File: config.mk
export PLATFORM = sky130hd
export DESIGN_NAME = buffered_step_pulse_generator
export DESIGN_NICKNAME = d
export VERILOG_FILES = /design/src/hw/rtl/bspg_pkg.sv /design/src/hw/rtl/bspg_ram.sv /design/src/hw/rtl/bspg_front.sv /design/src/hw/rtl/bspg_queue.sv /design/src/hw/rtl/bspg_back.sv /design/src/hw/rtl/buffered_step_pulse_generator.sv
export SDC_FILE = /design/constraint.sdc
export NUM_CORES = 1
export LEC_CHECK = 0
export ABC_AREA = 1
export BUFFER_PORTS_ARGS = -buffer_cell sky130_fd_sc_hd__buf_2
export CORE_UTILIZATION = 60
export DETAILED_ROUTE_END_ITERATION = 8
export GPL_TIMING_DRIVEN = 0
export PLACE_DENSITY = 0.77
export SYNTH_ARGS = -nofsm -noshare
export SYNTH_HDL_FRONTEND = slang
export SYNTH_SLANG_ARGS = --single-unit
export TNS_END_PERCENT = 100
File: constraint.sdc
create_clock -name clk -period 5.04 [get_ports clk]
set_clock_uncertainty 0.05 [all_clocks]
set_input_delay 0.252 -clock clk [delete_from_list [all_inputs] [get_ports clk]]
set_output_delay 0.252 -clock clk [all_outputs]
set_load 0.03 [all_outputs]
File: src/hw/rtl/bspg_pkg.sv
// shared types and constants for the buffered step pulse generator
package bspg_pkg;

  typedef enum logic [1:0] {
    CMD_PUSH  = 2'd0,
    CMD_TICK  = 2'd1,
    CMD_FLUSH = 2'd2,
    CMD_ZERO  = 2'd3
  } cmd_t;

  localparam int COUNT_W     = 8;
  localparam int PHASE_W     = 8;
  localparam int POS_W       = 16;
  localparam int PULSE_BIT   = 7;
  localparam int QUEUE_DEPTH = 4;
  localparam int QPTR_W      = 2;
  localparam int QCNT_W      = 3;

  localparam logic [PHASE_W-1:0] PHASE_FIRST = 8'd0;
  localparam logic [PHASE_W-1:0] PHASE_LAST  = 8'd255;

  typedef struct packed {
    cmd_t               cmd;
    logic [PHASE_W-1:0] phase;
    logic               pop;
    logic [COUNT_W-1:0] count;
    logic               underrun;
    logic               push_accepted;
    logic               fifo_full;
    logic               fifo_empty;
  } work_t;

endpackage

File: src/hw/rtl/bspg_ram.sv
// generic single-write, single-read ram with registered read data
module bspg_ram #(
  parameter int WIDTH = 8,
  parameter int DEPTH = 16
) (
  input  logic                     clk,
  input  logic                     we,
  input  logic [$clog2(DEPTH)-1:0] waddr,
  input  logic [WIDTH-1:0]         wdata,
  input  logic                     re,
  input  logic [$clog2(DEPTH)-1:0] raddr,
  output logic [WIDTH-1:0]         rdata
);

  logic [WIDTH-1:0] mem [DEPTH];
  logic [WIDTH-1:0] rdata_r;

  always_ff @(posedge clk) begin
    if (we) begin
      mem[waddr] <= wdata;
    end
    if (re) begin
      rdata_r <= mem[raddr];
    end
  end

  assign rdata = rdata_r;

endmodule

File: src/hw/rtl/bspg_front.sv
// front end: accepts words, runs the step count fifo and phase counter, classifies ticks
module bspg_front #(
  parameter int FIFO_DEPTH = 16
) (
  input  logic                 clk,
  input  logic                 rst_n,
  input  logic                 in_valid,
  output logic                 in_stall,
  input  logic [1:0]           in_cmd,
  input  logic signed [7:0]    in_step_count,
  input  logic                 q_full,
  output logic                 q_wr,
  output bspg_pkg::work_t      q_wdata
);

  import bspg_pkg::*;

  localparam int PTR_W = $clog2(FIFO_DEPTH);
  localparam logic [PTR_W-1:0] PTR_LAST = PTR_W'(FIFO_DEPTH - 1);

  function automatic logic [PTR_W-1:0] ptr_inc(input logic [PTR_W-1:0] p);
    ptr_inc = (p == PTR_LAST) ? '0 : p + 1'b1;
  endfunction

  logic [PTR_W-1:0]   rd_ptr_r, rd_ptr_nxt;
  logic [PTR_W-1:0]   wr_ptr_r, wr_ptr_nxt;
  logic [PHASE_W-1:0] phase_r, phase_nxt;
  logic               f_valid_r;
  work_t              rec_r, rec_nxt;
  logic               accept;
  logic               full, empty;
  logic               ram_we, ram_re;
  logic [COUNT_W-1:0] ram_rdata;
  cmd_t               cmd;

  assign cmd      = cmd_t'(in_cmd);
  assign in_stall = f_valid_r && q_full;
  assign accept   = in_valid && !in_stall;
  assign full     = (rd_ptr_r == ptr_inc(wr_ptr_r));
  assign empty    = (rd_ptr_r == wr_ptr_r);

  always_comb begin
    rd_ptr_nxt = rd_ptr_r;
    wr_ptr_nxt = wr_ptr_r;
    phase_nxt  = phase_r;
    ram_we     = 1'b0;
    ram_re     = 1'b0;
    rec_nxt    = '0;
    rec_nxt.cmd   = cmd;
    rec_nxt.phase = phase_r;
    case (cmd)
      CMD_PUSH: begin
        if (!full) begin
          ram_we                = accept;
          wr_ptr_nxt            = ptr_inc(wr_ptr_r);
          rec_nxt.push_accepted = 1'b1;
        end
      end
      CMD_TICK: begin
        phase_nxt = phase_r + 1'b1;
        if (phase_r == PHASE_FIRST) begin
          if (empty) begin
            rec_nxt.underrun = 1'b1;
          end else begin
            ram_re      = accept;
            rd_ptr_nxt  = ptr_inc(rd_ptr_r);
            rec_nxt.pop = 1'b1;
          end
        end
      end
      CMD_FLUSH: begin
        rd_ptr_nxt = wr_ptr_r;
      end
      default: begin
      end
    endcase
    rec_nxt.fifo_full  = (rd_ptr_nxt == ptr_inc(wr_ptr_nxt));
    rec_nxt.fifo_empty = (rd_ptr_nxt == wr_ptr_nxt);
  end

  always_ff @(posedge clk) begin
    if (!rst_n) begin
      rd_ptr_r  <= '0;
      wr_ptr_r  <= '0;
      phase_r   <= '0;
      f_valid_r <= 1'b0;
    end else if (accept) begin
      rd_ptr_r  <= rd_ptr_nxt;
      wr_ptr_r  <= wr_ptr_nxt;
      phase_r   <= phase_nxt;
      f_valid_r <= 1'b1;
    end else if (q_wr) begin
      f_valid_r <= 1'b0;
    end
  end

  always_ff @(posedge clk) begin
    if (accept) begin
      rec_r <= rec_nxt;
    end
  end

  bspg_ram #(
    .WIDTH(COUNT_W),
    .DEPTH(FIFO_DEPTH)
  ) u_store (
    .clk  (clk),
    .we   (ram_we),
    .waddr(wr_ptr_r),
    .wdata(in_step_count),
    .re   (ram_re),
    .raddr(rd_ptr_r),
    .rdata(ram_rdata)
  );

  // popped count comes from the ram read register, which loads at the same edge as rec_r
  always_comb begin
    q_wdata       = rec_r;
    q_wdata.count = ram_rdata;
  end

  assign q_wr = f_valid_r && !q_full;

endmodule

File: src/hw/rtl/bspg_queue.sv
// short work queue between front and back
module bspg_queue (
  input  logic            clk,
  input  logic            rst_n,
  input  logic            wr,
  input  bspg_pkg::work_t wdata,
  output logic            full,
  input  logic            rd,
  output bspg_pkg::work_t rdata,
  output logic            empty
);

  import bspg_pkg::*;

  work_t             entries [QUEUE_DEPTH];
  logic [QPTR_W-1:0] head_r, tail_r;
  logic [QCNT_W-1:0] cnt_r;

  assign full  = (cnt_r == QCNT_W'(QUEUE_DEPTH));
  assign empty = (cnt_r == '0);
  assign rdata = entries[head_r];

  always_ff @(posedge clk) begin
    if (wr) begin
      entries[tail_r] <= wdata;
    end
  end

  always_ff @(posedge clk) begin
    if (!rst_n) begin
      head_r <= '0;
      tail_r <= '0;
      cnt_r  <= '0;
    end else begin
      if (wr) begin
        tail_r <= tail_r + 1'b1;
      end
      if (rd) begin
        head_r <= head_r + 1'b1;
      end
      case ({wr, rd})
        2'b10:   cnt_r <= cnt_r + 1'b1;
        2'b01:   cnt_r <= cnt_r - 1'b1;
        default: cnt_r <= cnt_r;
      endcase
    end
  end

endmodule

File: src/hw/rtl/bspg_back.sv
// back end: segment state, pulse and position, output register
module bspg_back (
  input  logic                clk,
  input  logic                rst_n,
  input  logic                dir_polarity,
  input  logic                q_empty,
  input  bspg_pkg::work_t     q_rdata,
  output logic                q_rd,
  output logic                out_valid,
  input  logic                out_stall,
  output logic                out_push_accepted,
  output logic                out_fifo_full,
  output logic                out_fifo_empty,
  output logic                out_pulse_level,
  output logic                out_dir_level,
  output logic                out_underrun,
  output logic signed [15:0]  out_position
);

  import bspg_pkg::*;

  logic [COUNT_W-1:0]   steps_r, steps_nxt;
  logic                 dir_r, dir_nxt;
  logic [POS_W-1:0]     pos_r, pos_nxt;
  logic                 pulse_r, pulse_nxt;
  logic                 out_valid_r;
  logic                 acc_r, full_r, empty_r, under_r;
  logic                 take;
  logic [2*COUNT_W-1:0] prod;
  logic [POS_W-1:0]     steps_ext;

  assign take      = !q_empty && (!out_valid_r || !out_stall);
  assign q_rd      = take;
  assign prod      = q_rdata.phase * steps_r;
  assign steps_ext = POS_W'(steps_r);

  always_comb begin
    steps_nxt = steps_r;
    dir_nxt   = dir_r;
    pos_nxt   = pos_r;
    pulse_nxt = pulse_r;
    case (q_rdata.cmd)
      CMD_TICK: begin
        if (q_rdata.phase == PHASE_FIRST) begin
          if (q_rdata.pop) begin
            if (q_rdata.count[COUNT_W-1]) begin
              dir_nxt   = !dir_polarity;
              steps_nxt = 8'd0 - q_rdata.count;
            end else begin
              dir_nxt   = dir_polarity;
              steps_nxt = q_rdata.count;
            end
          end
          pulse_nxt = 1'b0;
        end else if (q_rdata.phase == PHASE_LAST) begin
          if (dir_r == dir_polarity) begin
            pos_nxt = pos_r + steps_ext;
          end else begin
            pos_nxt = pos_r - steps_ext;
          end
          if (steps_r != '0) begin
            pulse_nxt = 1'b1;
          end
        end else begin
          pulse_nxt = prod[PULSE_BIT];
        end
      end
      CMD_ZERO: begin
        pos_nxt = '0;
      end
      default: begin
      end
    endcase
  end

  always_ff @(posedge clk) begin
    if (!rst_n) begin
      steps_r     <= '0;
      dir_r       <= 1'b1;
      pos_r       <= '0;
      pulse_r     <= 1'b0;
      out_valid_r <= 1'b0;
    end else begin
      if (take) begin
        steps_r     <= steps_nxt;
        dir_r       <= dir_nxt;
        pos_r       <= pos_nxt;
        pulse_r     <= pulse_nxt;
        out_valid_r <= 1'b1;
      end else if (!out_stall) begin
        out_valid_r <= 1'b0;
      end
    end
  end

  always_ff @(posedge clk) begin
    if (take) begin
      acc_r   <= q_rdata.push_accepted;
      full_r  <= q_rdata.fifo_full;
      empty_r <= q_rdata.fifo_empty;
      under_r <= q_rdata.underrun;
    end
  end

  assign out_valid         = out_valid_r;
  assign out_push_accepted = acc_r;
  assign out_fifo_full     = full_r;
  assign out_fifo_empty    = empty_r;
  assign out_pulse_level   = pulse_r;
  assign out_dir_level     = dir_r;
  assign out_underrun      = under_r;
  assign out_position      = pos_r;

endmodule

File: src/hw/rtl/buffered_step_pulse_generator.sv
// top level of the buffered step pulse generator
//
// input channel (in_valid / in_stall) takes one command word per cycle while
// in_stall is low: push a signed step count, tick the 256-phase period, flush
// the count fifo or zero the position. every word gives exactly one result
// word on the output channel (out_valid / out_stall), in order.
// on its way to out_valid the word passes the front register (with the count
// ram read beside it), one work queue entry and the back output register.
// throughput is one word per cycle while out_stall is low.
// a 4-entry work queue sits between front and back.
// when the receiver stalls, the output register holds, the queue fills and
// then in_stall rises; nothing is lost.
// cfg_valid / cfg_ready writes the direction polarity; cfg_ready is always
// high and writes belong in idle periods.
// synchronous reset empties the fifo and queue, clears phase, position and
// pulse, and sets polarity and direction to 1. the count ram is not cleared.
module buffered_step_pulse_generator #(
  parameter int FIFO_DEPTH = 16
) (
  input  logic               clk,
  input  logic               rst_n,
  input  logic               cfg_valid,
  output logic               cfg_ready,
  input  logic               cfg_dir_polarity,
  input  logic               in_valid,
  output logic               in_stall,
  input  logic [1:0]         in_cmd,
  input  logic signed [7:0]  in_step_count,
  output logic               out_valid,
  input  logic               out_stall,
  output logic               out_push_accepted,
  output logic               out_fifo_full,
  output logic               out_fifo_empty,
  output logic               out_pulse_level,
  output logic               out_dir_level,
  output logic               out_underrun,
  output logic signed [15:0] out_position
);

  import bspg_pkg::*;

  logic  polarity_r;
  logic  q_wr, q_full, q_rd, q_empty;
  work_t q_wdata, q_rdata;

  assign cfg_ready = 1'b1;

  always_ff @(posedge clk) begin
    if (!rst_n) begin
      polarity_r <= 1'b1;
    end else if (cfg_valid && cfg_ready) begin
      polarity_r <= cfg_dir_polarity;
    end
  end

  bspg_front #(
    .FIFO_DEPTH(FIFO_DEPTH)
  ) u_front (
    .clk          (clk),
    .rst_n        (rst_n),
    .in_valid     (in_valid),
    .in_stall     (in_stall),
    .in_cmd       (in_cmd),
    .in_step_count(in_step_count),
    .q_full       (q_full),
    .q_wr         (q_wr),
    .q_wdata      (q_wdata)
  );

  bspg_queue u_queue (
    .clk  (clk),
    .rst_n(rst_n),
    .wr   (q_wr),
    .wdata(q_wdata),
    .full (q_full),
    .rd   (q_rd),
    .rdata(q_rdata),
    .empty(q_empty)
  );

  bspg_back u_back (
    .clk              (clk),
    .rst_n            (rst_n),
    .dir_polarity     (polarity_r),
    .q_empty          (q_empty),
    .q_rdata          (q_rdata),
    .q_rd             (q_rd),
    .out_valid        (out_valid),
    .out_stall        (out_stall),
    .out_push_accepted(out_push_accepted),
    .out_fifo_full    (out_fifo_full),
    .out_fifo_empty   (out_fifo_empty),
    .out_pulse_level  (out_pulse_level),
    .out_dir_level    (out_dir_level),
    .out_underrun     (out_underrun),
    .out_position     (out_position)
  );

endmodule
==> results of run 1 <==
-- where the power goes --
group / internal [µW] / switching, µW
Clock: 1400 / 922
Sequential: 2830 / 54.7
Combinational: 429 / 984
Total: 4660 / 1960
-- through the flow --
| stage | instance area [µm²] | hold slack, ns |
|---|---|---|
| floorplan | 14300 | 0.301 |
| global placement | 14900 | 0.365 |
| detailed placement | 15000 | 0.372 |
| CTS | 16100 | 0.0138 |
| global route | 16100 | 0.0387 |
| finish | 16100 | 0.0285 |
-- placed cells by master (no fill, tap or decap), drive strengths merged, types with 3 or more instances in the layout --
cell / instances
ha: 47
inv: 112
nand3: 90
nor2: 172
dlygate4sd3: 5
o22ai: 23
nor4: 5
fa: 13
clkbuf: 68
xnor2: 10
xor2: 10
a21oi: 82
dfxtp: 54
nand2: 271
edfxtp: 247
o221ai: 15
o21ai: 130
buf: 66
clkinv: 16
nand4: 13
nor3: 10
bufinv: 5
o21bai: 3
a32o: 5
or2: 6
nand3b: 8
-- worst max-delay path, delay by kind of cell (launching register included) --
| kind | cells | cell delay [ns] |
|---|---|---|
| DFF | 1 | 0.34 |
| AOI/OAI and AO/OA | 2 | 0.25 |
| and+or+nand+nor | 8 | 0.96 |
| adders and majority gates | 5 | 2.13 |
| buffers and inverters | 5 | 0.61 |
-- cell type report --
type | instances | share of cell area, %
Clock inverter | 18 | 1.32
Buffer | 53 | 1.88
Sequential cell | 301 | 52.9
Timing Repair Buffer | 48 | 1.98
Multi-Input combinational cell | 930 | 31.6
Inverter | 116 | 2.72
Clock buffer | 38 | 5.12
Tap cell | 319 | 2.48
-- sequential cells by signal, indices dropped and copies added, names as in the netlist, 2 cells and up, named ones only --
register and flops:
u_back.out_position 16, u_back.steps_r 8, u_front.phase_r 8, u_front.q_wdata 15
u_front.rd_ptr_r 4, u_front.u_store.mem 128, u_front.u_store.rdata 8, u_front.wr_ptr_r 4
u_queue.cnt_r 3, u_queue.entries 92, u_queue.head_r 2, u_queue.tail_r 2
-- kinds of logic after synthesis --
| kind of cell | after synthesis | synth area share (%) |
|---|---|---|
| other | 1 | 0.0262 |
| flip-flops | 301 | 59.4 |
| XOR/XNOR | 20 | 1.22 |
| adder cells (fa/ha/maj) | 60 | 5.93 |
| buffers and inverters | 169 | 5.16 |
| AO/OA/AOI/OAI | 273 | 11.0 |
| AND/OR/NAND/NOR | 576 | 17.2 |
-- per-layer routing --
metal / GRT usage (%) / up-vias / wire length, µm
met5: 0 / - / 0
met4: 11.6 / 0 / 1150
met3: 3.07 / 81 / 1800
met2: 48.2 / 378 / 16600
met1: 35.4 / 5011 / 13600
li1: - / 5038 / -
-- worst min-delay path by stage --
| stage | startpoint | endpoint | depth (start not counted) |
|---|---|---|---|
| 2_1_floorplan | in_cmd[0] | u_front.q_wdata[21] | 0 |
| 3_3_place_gp | u_front.phase_r[4] | u_front.q_wdata[17] | 0 |
| 3_5_place_dp | u_front.phase_r[4] | u_front.q_wdata[17] | 0 |
| 4_1_cts | out_stall | u_back.out_valid | 5 |
| 5_1_grt | in_step_count[7] | u_front.u_store.mem[7][7] | 1 |
| 6_report | out_stall | u_back.out_valid | 5 |
==> impl_metrics.json, run 1 <==
{
  "post-cts-setup-buffers": 0,
  "syn_area_um2": 14300,
  "ios": 41,
  "yosys.area.top_type_share_pct": 51.8,
  "cp.required_ns": 5.40,
  "path_clk_slew_ns": 0.06,
  "core-area_um2": 23400,
  "start_kind": "flip-flop",
  "synth.distinct_cells": 56,
  "cts-root-buf": "clkbuf_16",
  "synthCells": 1400,
  "multi_input_area_um2": 5080,
  "slew_violations": 0,
  "dpl.hpwl_um": 23300,
  "min_path_type": "input port to flip-flop",
  "die-area_um2": 24500,
  "synthArstFlopShare_pct": 0,
  "outcome": "finished clean",
  "clk_latency_ns": 0.56,
  "drc": 0,
  "worstSetupEndpoint": "u_back.out_pulse_level",
  "fin_util_pct": 68.6,
  "drt.antenna.violating_nets": 0,
  "fin_nets": 1556,
  "synthTopCellsByCount": "nand2_1, edfxtp_1, nor2_1, o21ai_0, inv_1",
  "synth_area_leaders": "edfxtp_1, dfxtp_1, nand2_1",
  "grt.total_usage_pct": 27.7,
  "post_cts_resize_count": 0,
  "avgSynthCellArea_um2": 10.2,
  "cts_made_buffers": 30,
  "p_leak_uw": 0.00614,
  "worstPathMaxFanout": 10,
  "yosysTopAreaCell": "edfxtp_1",
  "arrival_ns": 4.88,
  "drt_iter0_drc": 871,
  "min_period_ns": 4.52,
  "fp-row-count": 56,
  "portBuffers": 39,
  "htreeDepth": 1,
  "fp.dieH_um": 156,
  "yosysMostFrequentCell": "nand2_1",
  "max_clock_freq_mhz": 221,
  "totalWireLength_um": 33100,
  "synth-seq-cells": 301,
  "timing.rr.end": "u_back.out_pulse_level",
  "hold_viol": 0,
  "grt-ovfl-total": 0,
  "gp_congestion": 0.905,
  "setup_slack_ns": 0.522,
  "powerDensity_nw_per_um2": 412,
  "finalSetupTns_ns": 0,
  "layout.cells.non_filler": 1823,
  "worst-setup-path-type": "flip-flop to flip-flop",
  "drive_gt1_share_pct": 10.6,
  "r2r_cells": 20,
  "num_antenna_cells": 0,
  "clock-sinks": 301,
  "pre_cts_ws_ns": 0.522,
  "grt_pass1_vias": 9981,
  "finalSetupViolations": 0,
  "grt_max_degree": 24,
  "relSlewSlack_pct": 17.9,
  "ctsHoldBuffers": 5,
  "vias": 10508,
  "yosys_warnings": 0,
  "post-route-period-util_pct": 89.6,
  "post-place-cells": 1762,
  "total_power_uw": 6620,
  "seq_area_frac_synth_pct": 59.4,
  "drt-wirelength-per-cell_um": 18.2,
  "via_per_inst": 5.76,
  "path_cells": "buf_4 -> buf_2 -> nand3_1 -> nand2_2 -> nor2_1 -> fa_1 -> inv_1 -> fa_1 -> fa_1 -> fa_1 -> inv_1 -> ha_1 -> a21oi_1 -> nand4_1 -> nand2_1 -> inv_1 -> nand2_1 -> nand3_1 -> nand2_1 -> a21oi_1",
  "start_util_pct": 61.1,
  "seqCellArea_um2": 8500,
  "tightest_slew_ns": 1.22,
  "n_fill_cell": 1769,
  "grt_setup_unrepaired": "no",
  "first_pass_iters": 5,
  "crit_path_max_incr_delay_ns": 0.54,
  "syn_nets": 1476,
  "crit_top_cell": "fa_1",
  "ir_worst_vdd_uv": 388,
  "area_growth_pct": 12.3,
  "synth_flop_cell": "edfxtp_1",
  "clockBufferDepth": 3,
  "antenna_found_initial": 0,
  "synth-edff-count": 247,
  "ff2ff_setup_slack_ns": 0.52,
  "die_w_um": 156,
  "worst_path_max_delay_cell": "fa_1",
  "max_cap_viol_count": 0,
  "tritoncts": "done",
  "end_kind": "flip-flop",
  "grt_pass1_wl_um": 52000
}
(Power assumes the default switching activity.)
==> run 2, diff against run 1 <==
- SYNTH_HIERARCHICAL: not set -> 1
==> run 2 against run 1 <==
Against the previous run:
- power increased by 3.9%
- utilization decreased by 0.40 points
- sequential share of layout area decreased by 3.5 points
- worst setup slack got worse by 0.20 ns
- flip-flop and latch count unchanged
- non-clock buffer count increased by 1
- sequential power about the same
==> impl_metrics.json, run 2 <==
{
  "post-cts-setup-buffers": 0,
  "pwr-share-clk_pct": 34.7,
  "grt_pass1_vias": 10708,
  "path_clk_slew_ns": 0.07,
  "p_sw_uw": 2130,
  "max_cap_viol_count": 0,
  "grt_max_degree": 25,
  "antenna_found_initial": 0,
  "final_common_cell": "nand2_1",
  "pre_cts_ws_ns": 0.361,
  "post_cts_resize_count": 0,
  "seq_area_frac_synth_pct": 55.1,
  "die-area_um2": 26400,
  "grt.total_usage_pct": 26.8,
  "totalWireLength_um": 34700,
  "min_period_ns": 4.72,
  "cts_made_buffers": 31,
  "relSlewSlack_pct": 16.1,
  "die_w_um": 162,
  "fin_nets": 1729,
  "via_per_inst": 5.58,
  "cts-root-buf": "clkbuf_16",
  "final_cell_mix": "nand2_1, edfxtp_1, inv_1",
  "num_antenna_cells": 0,
  "slew_violations": 0,
  "clk_latency_ns": 0.58,
  "grt_pass1_wl_um": 54900,
  "final_area_um2": 17200,
  "grt_setup_unrepaired": "no",
  "ff2ff_setup_slack_ns": 0.32,
  "r2r_cells": 18,
  "finalSetupViolations": 0,
  "p_leak_uw": 0.00740,
  "place_area_um2": 16000,
  "clockBufferDepth": 3,
  "drt-wirelength-per-cell_um": 17.2,
  "post-route-period-util_pct": 93.7,
  "gp_congestion": 0.939,
  "largest_reg_flops": 128,
  "yosys.area.top_type_share_pct": 48.1,
  "syn_nets": 1650,
  "synth-seq-cells": 301,
  "power_switching_share_pct": 30.9,
  "drt_iter0_drc": 1039,
  "hold_viol": 0,
  "p_int_uw": 4750,
  "start_util_pct": 61.3,
  "ios": 41,
  "total_power_uw": 6880,
  "powerDensity_nw_per_um2": 400,
  "synth_area_leaders": "edfxtp_1, nand2_1, dfxtp_1",
  "worstPathMaxFanout": 10,
  "grt-ovfl-total": 0,
  "worst-setup-path-type": "flip-flop to flip-flop",
  "htreeDepth": 1,
  "setup_slack_ns": 0.319,
  "seqPwrFrac_pct": 42.2,
  "dpl.hpwl_um": 23800,
  "start_kind": "flip-flop",
  "tightest_slew_ns": 1.25,
  "end_kind": "flip-flop",
  "min_path_type": "input port to flip-flop",
  "fin_util_pct": 68.3,
  "outcome": "finished clean",
  "synthCells": 1578,
  "synthArstFlopShare_pct": 0,
  "drive_gt1_share_pct": 17.8,
  "yosysTopAreaCell": "edfxtp_1",
  "synth-edff-count": 247,
  "yosys_warnings": 6,
  "yosysMostFrequentCell": "nand2_1",
  "vias": 11231,
  "ctsHoldBuffers": 7,
  "cp.required_ns": 5.51,
  "clock-sinks": 301,
  "max_clock_freq_mhz": 212,
  "worstSetupEndpoint": "u_back/out_pulse_level",
  "ir_worst_vdd_uv": 309,
  "fp-row-count": 58,
  "area_growth_pct": 11.4,
  "synth.distinct_cells": 59,
  "arrival_ns": 5.19,
  "syn_area_um2": 15400,
  "fp.dieH_um": 162,
  "portBuffers": 39,
  "first_pass_iters": 6,
  "core-area_um2": 25200,
  "drt.antenna.violating_nets": 0,
  "tritoncts": "done",
  "synthTopCellsByCount": "nand2_1, edfxtp_1, inv_1, nand3_1, nor2_1",
  "synth_flop_cell": "edfxtp_1",
  "regMostFlops": "u_front/u_store/mem",
  "finalSetupTns_ns": 0,
  "avgSynthCellArea_um2": 9.78,
  "timing.rr.end": "u_back/out_pulse_level",
  "comb_power_share_pct": 23.1,
  "drc": 0
}
==> run 2: cell count changes after synthesis, sizes merged, moves of 13 or more <==
cell,before,now
buf,23,49
o221ai,15,0
o21ai,130,91
inv,112,244
clkbuf,30,6
a21oi,82,69
nand3,90,165
nor2,172,105
nand2,271,381
==> run 2: power groups by stage <==
stage	combinational (µW)	clock [µW]	sequential (µW)
finish	1590	2390	2910
global route	1730	2510	2920
CTS	1590	2410	2900
detailed placement	1570	0	2960
global placement	1520	0	2950
floorplan	1120	0	2970
==> run 2: logic make-up after synthesis <==
group | synth area share [%]
and+or+nand+nor | 21.2
xor gates and xnor gates | 0.738
DFF | 55.1
AOI/OAI and AO/OA | 8.69
adders and majority gates | 5.17
buffers and inverters | 9.13
other | 0.0243
==> run 2: cell type report <==
type	instances	area, µm²
inverters	248	945
multi-input cells	973	5520
plain buffers	56	464
clock buffers	37	838
flip-flops and latches	301	8500
clock inverters	21	241
repair buffers	46	265
well taps	330	413
fillers	1879	8000
==> run 2: worst min path at each step <==
stage                             from                        end  slack [ns]  cells after the start
finish                in_step_count[5]  u_front/u_store/mem[1][5]        0.05                      1
global route          in_step_count[1]  u_front/u_store/mem[8][1]        0.05                      1
CTS                   in_step_count[1]  u_front/u_store/mem[4][1]        0.04                      1
detailed placement  u_front/phase_r[7]        u_front/q_wdata[20]        0.38                      0
global placement    u_front/phase_r[7]        u_front/q_wdata[20]        0.37                      0
floorplan                        rst_n                 polarity_r        0.27                      1
==> run 2: critical path, stage by stage (launching register included) <==
cell     delay [ns]
dfxtp_1        0.52
buf_2          0.28
o21ai_0        0.11
o22ai_1        0.51
nand2_1        0.15
fa_1           0.50
inv_1          0.04
ha_1           0.27
inv_1          0.05
fa_1           0.51
fa_1           0.54
inv_1          0.04
ha_1           0.31
a21o_1         0.19
a31oi_1        0.22
nand3_1        0.11
nand3_1        0.09
nand2_1        0.06
a21oi_2        0.10
==> run 2: through the flow <==
step / std cells / hold WS (ns)
5_1_grt: 2012 / 0.0453
2_1_floorplan: 1578 / 0.274
3_3_place_gp: 1947 / 0.367
4_1_cts: 2012 / 0.0397
6_report: 2012 / 0.0451
3_5_place_dp: 1947 / 0.382
==> run 2: per-layer routing <==
metal	track usage, %	wire (µm)
met1	35.8	14300
met2	45.8	17000
met3	3.36	2400
met4	8.15	991
met5	0	0
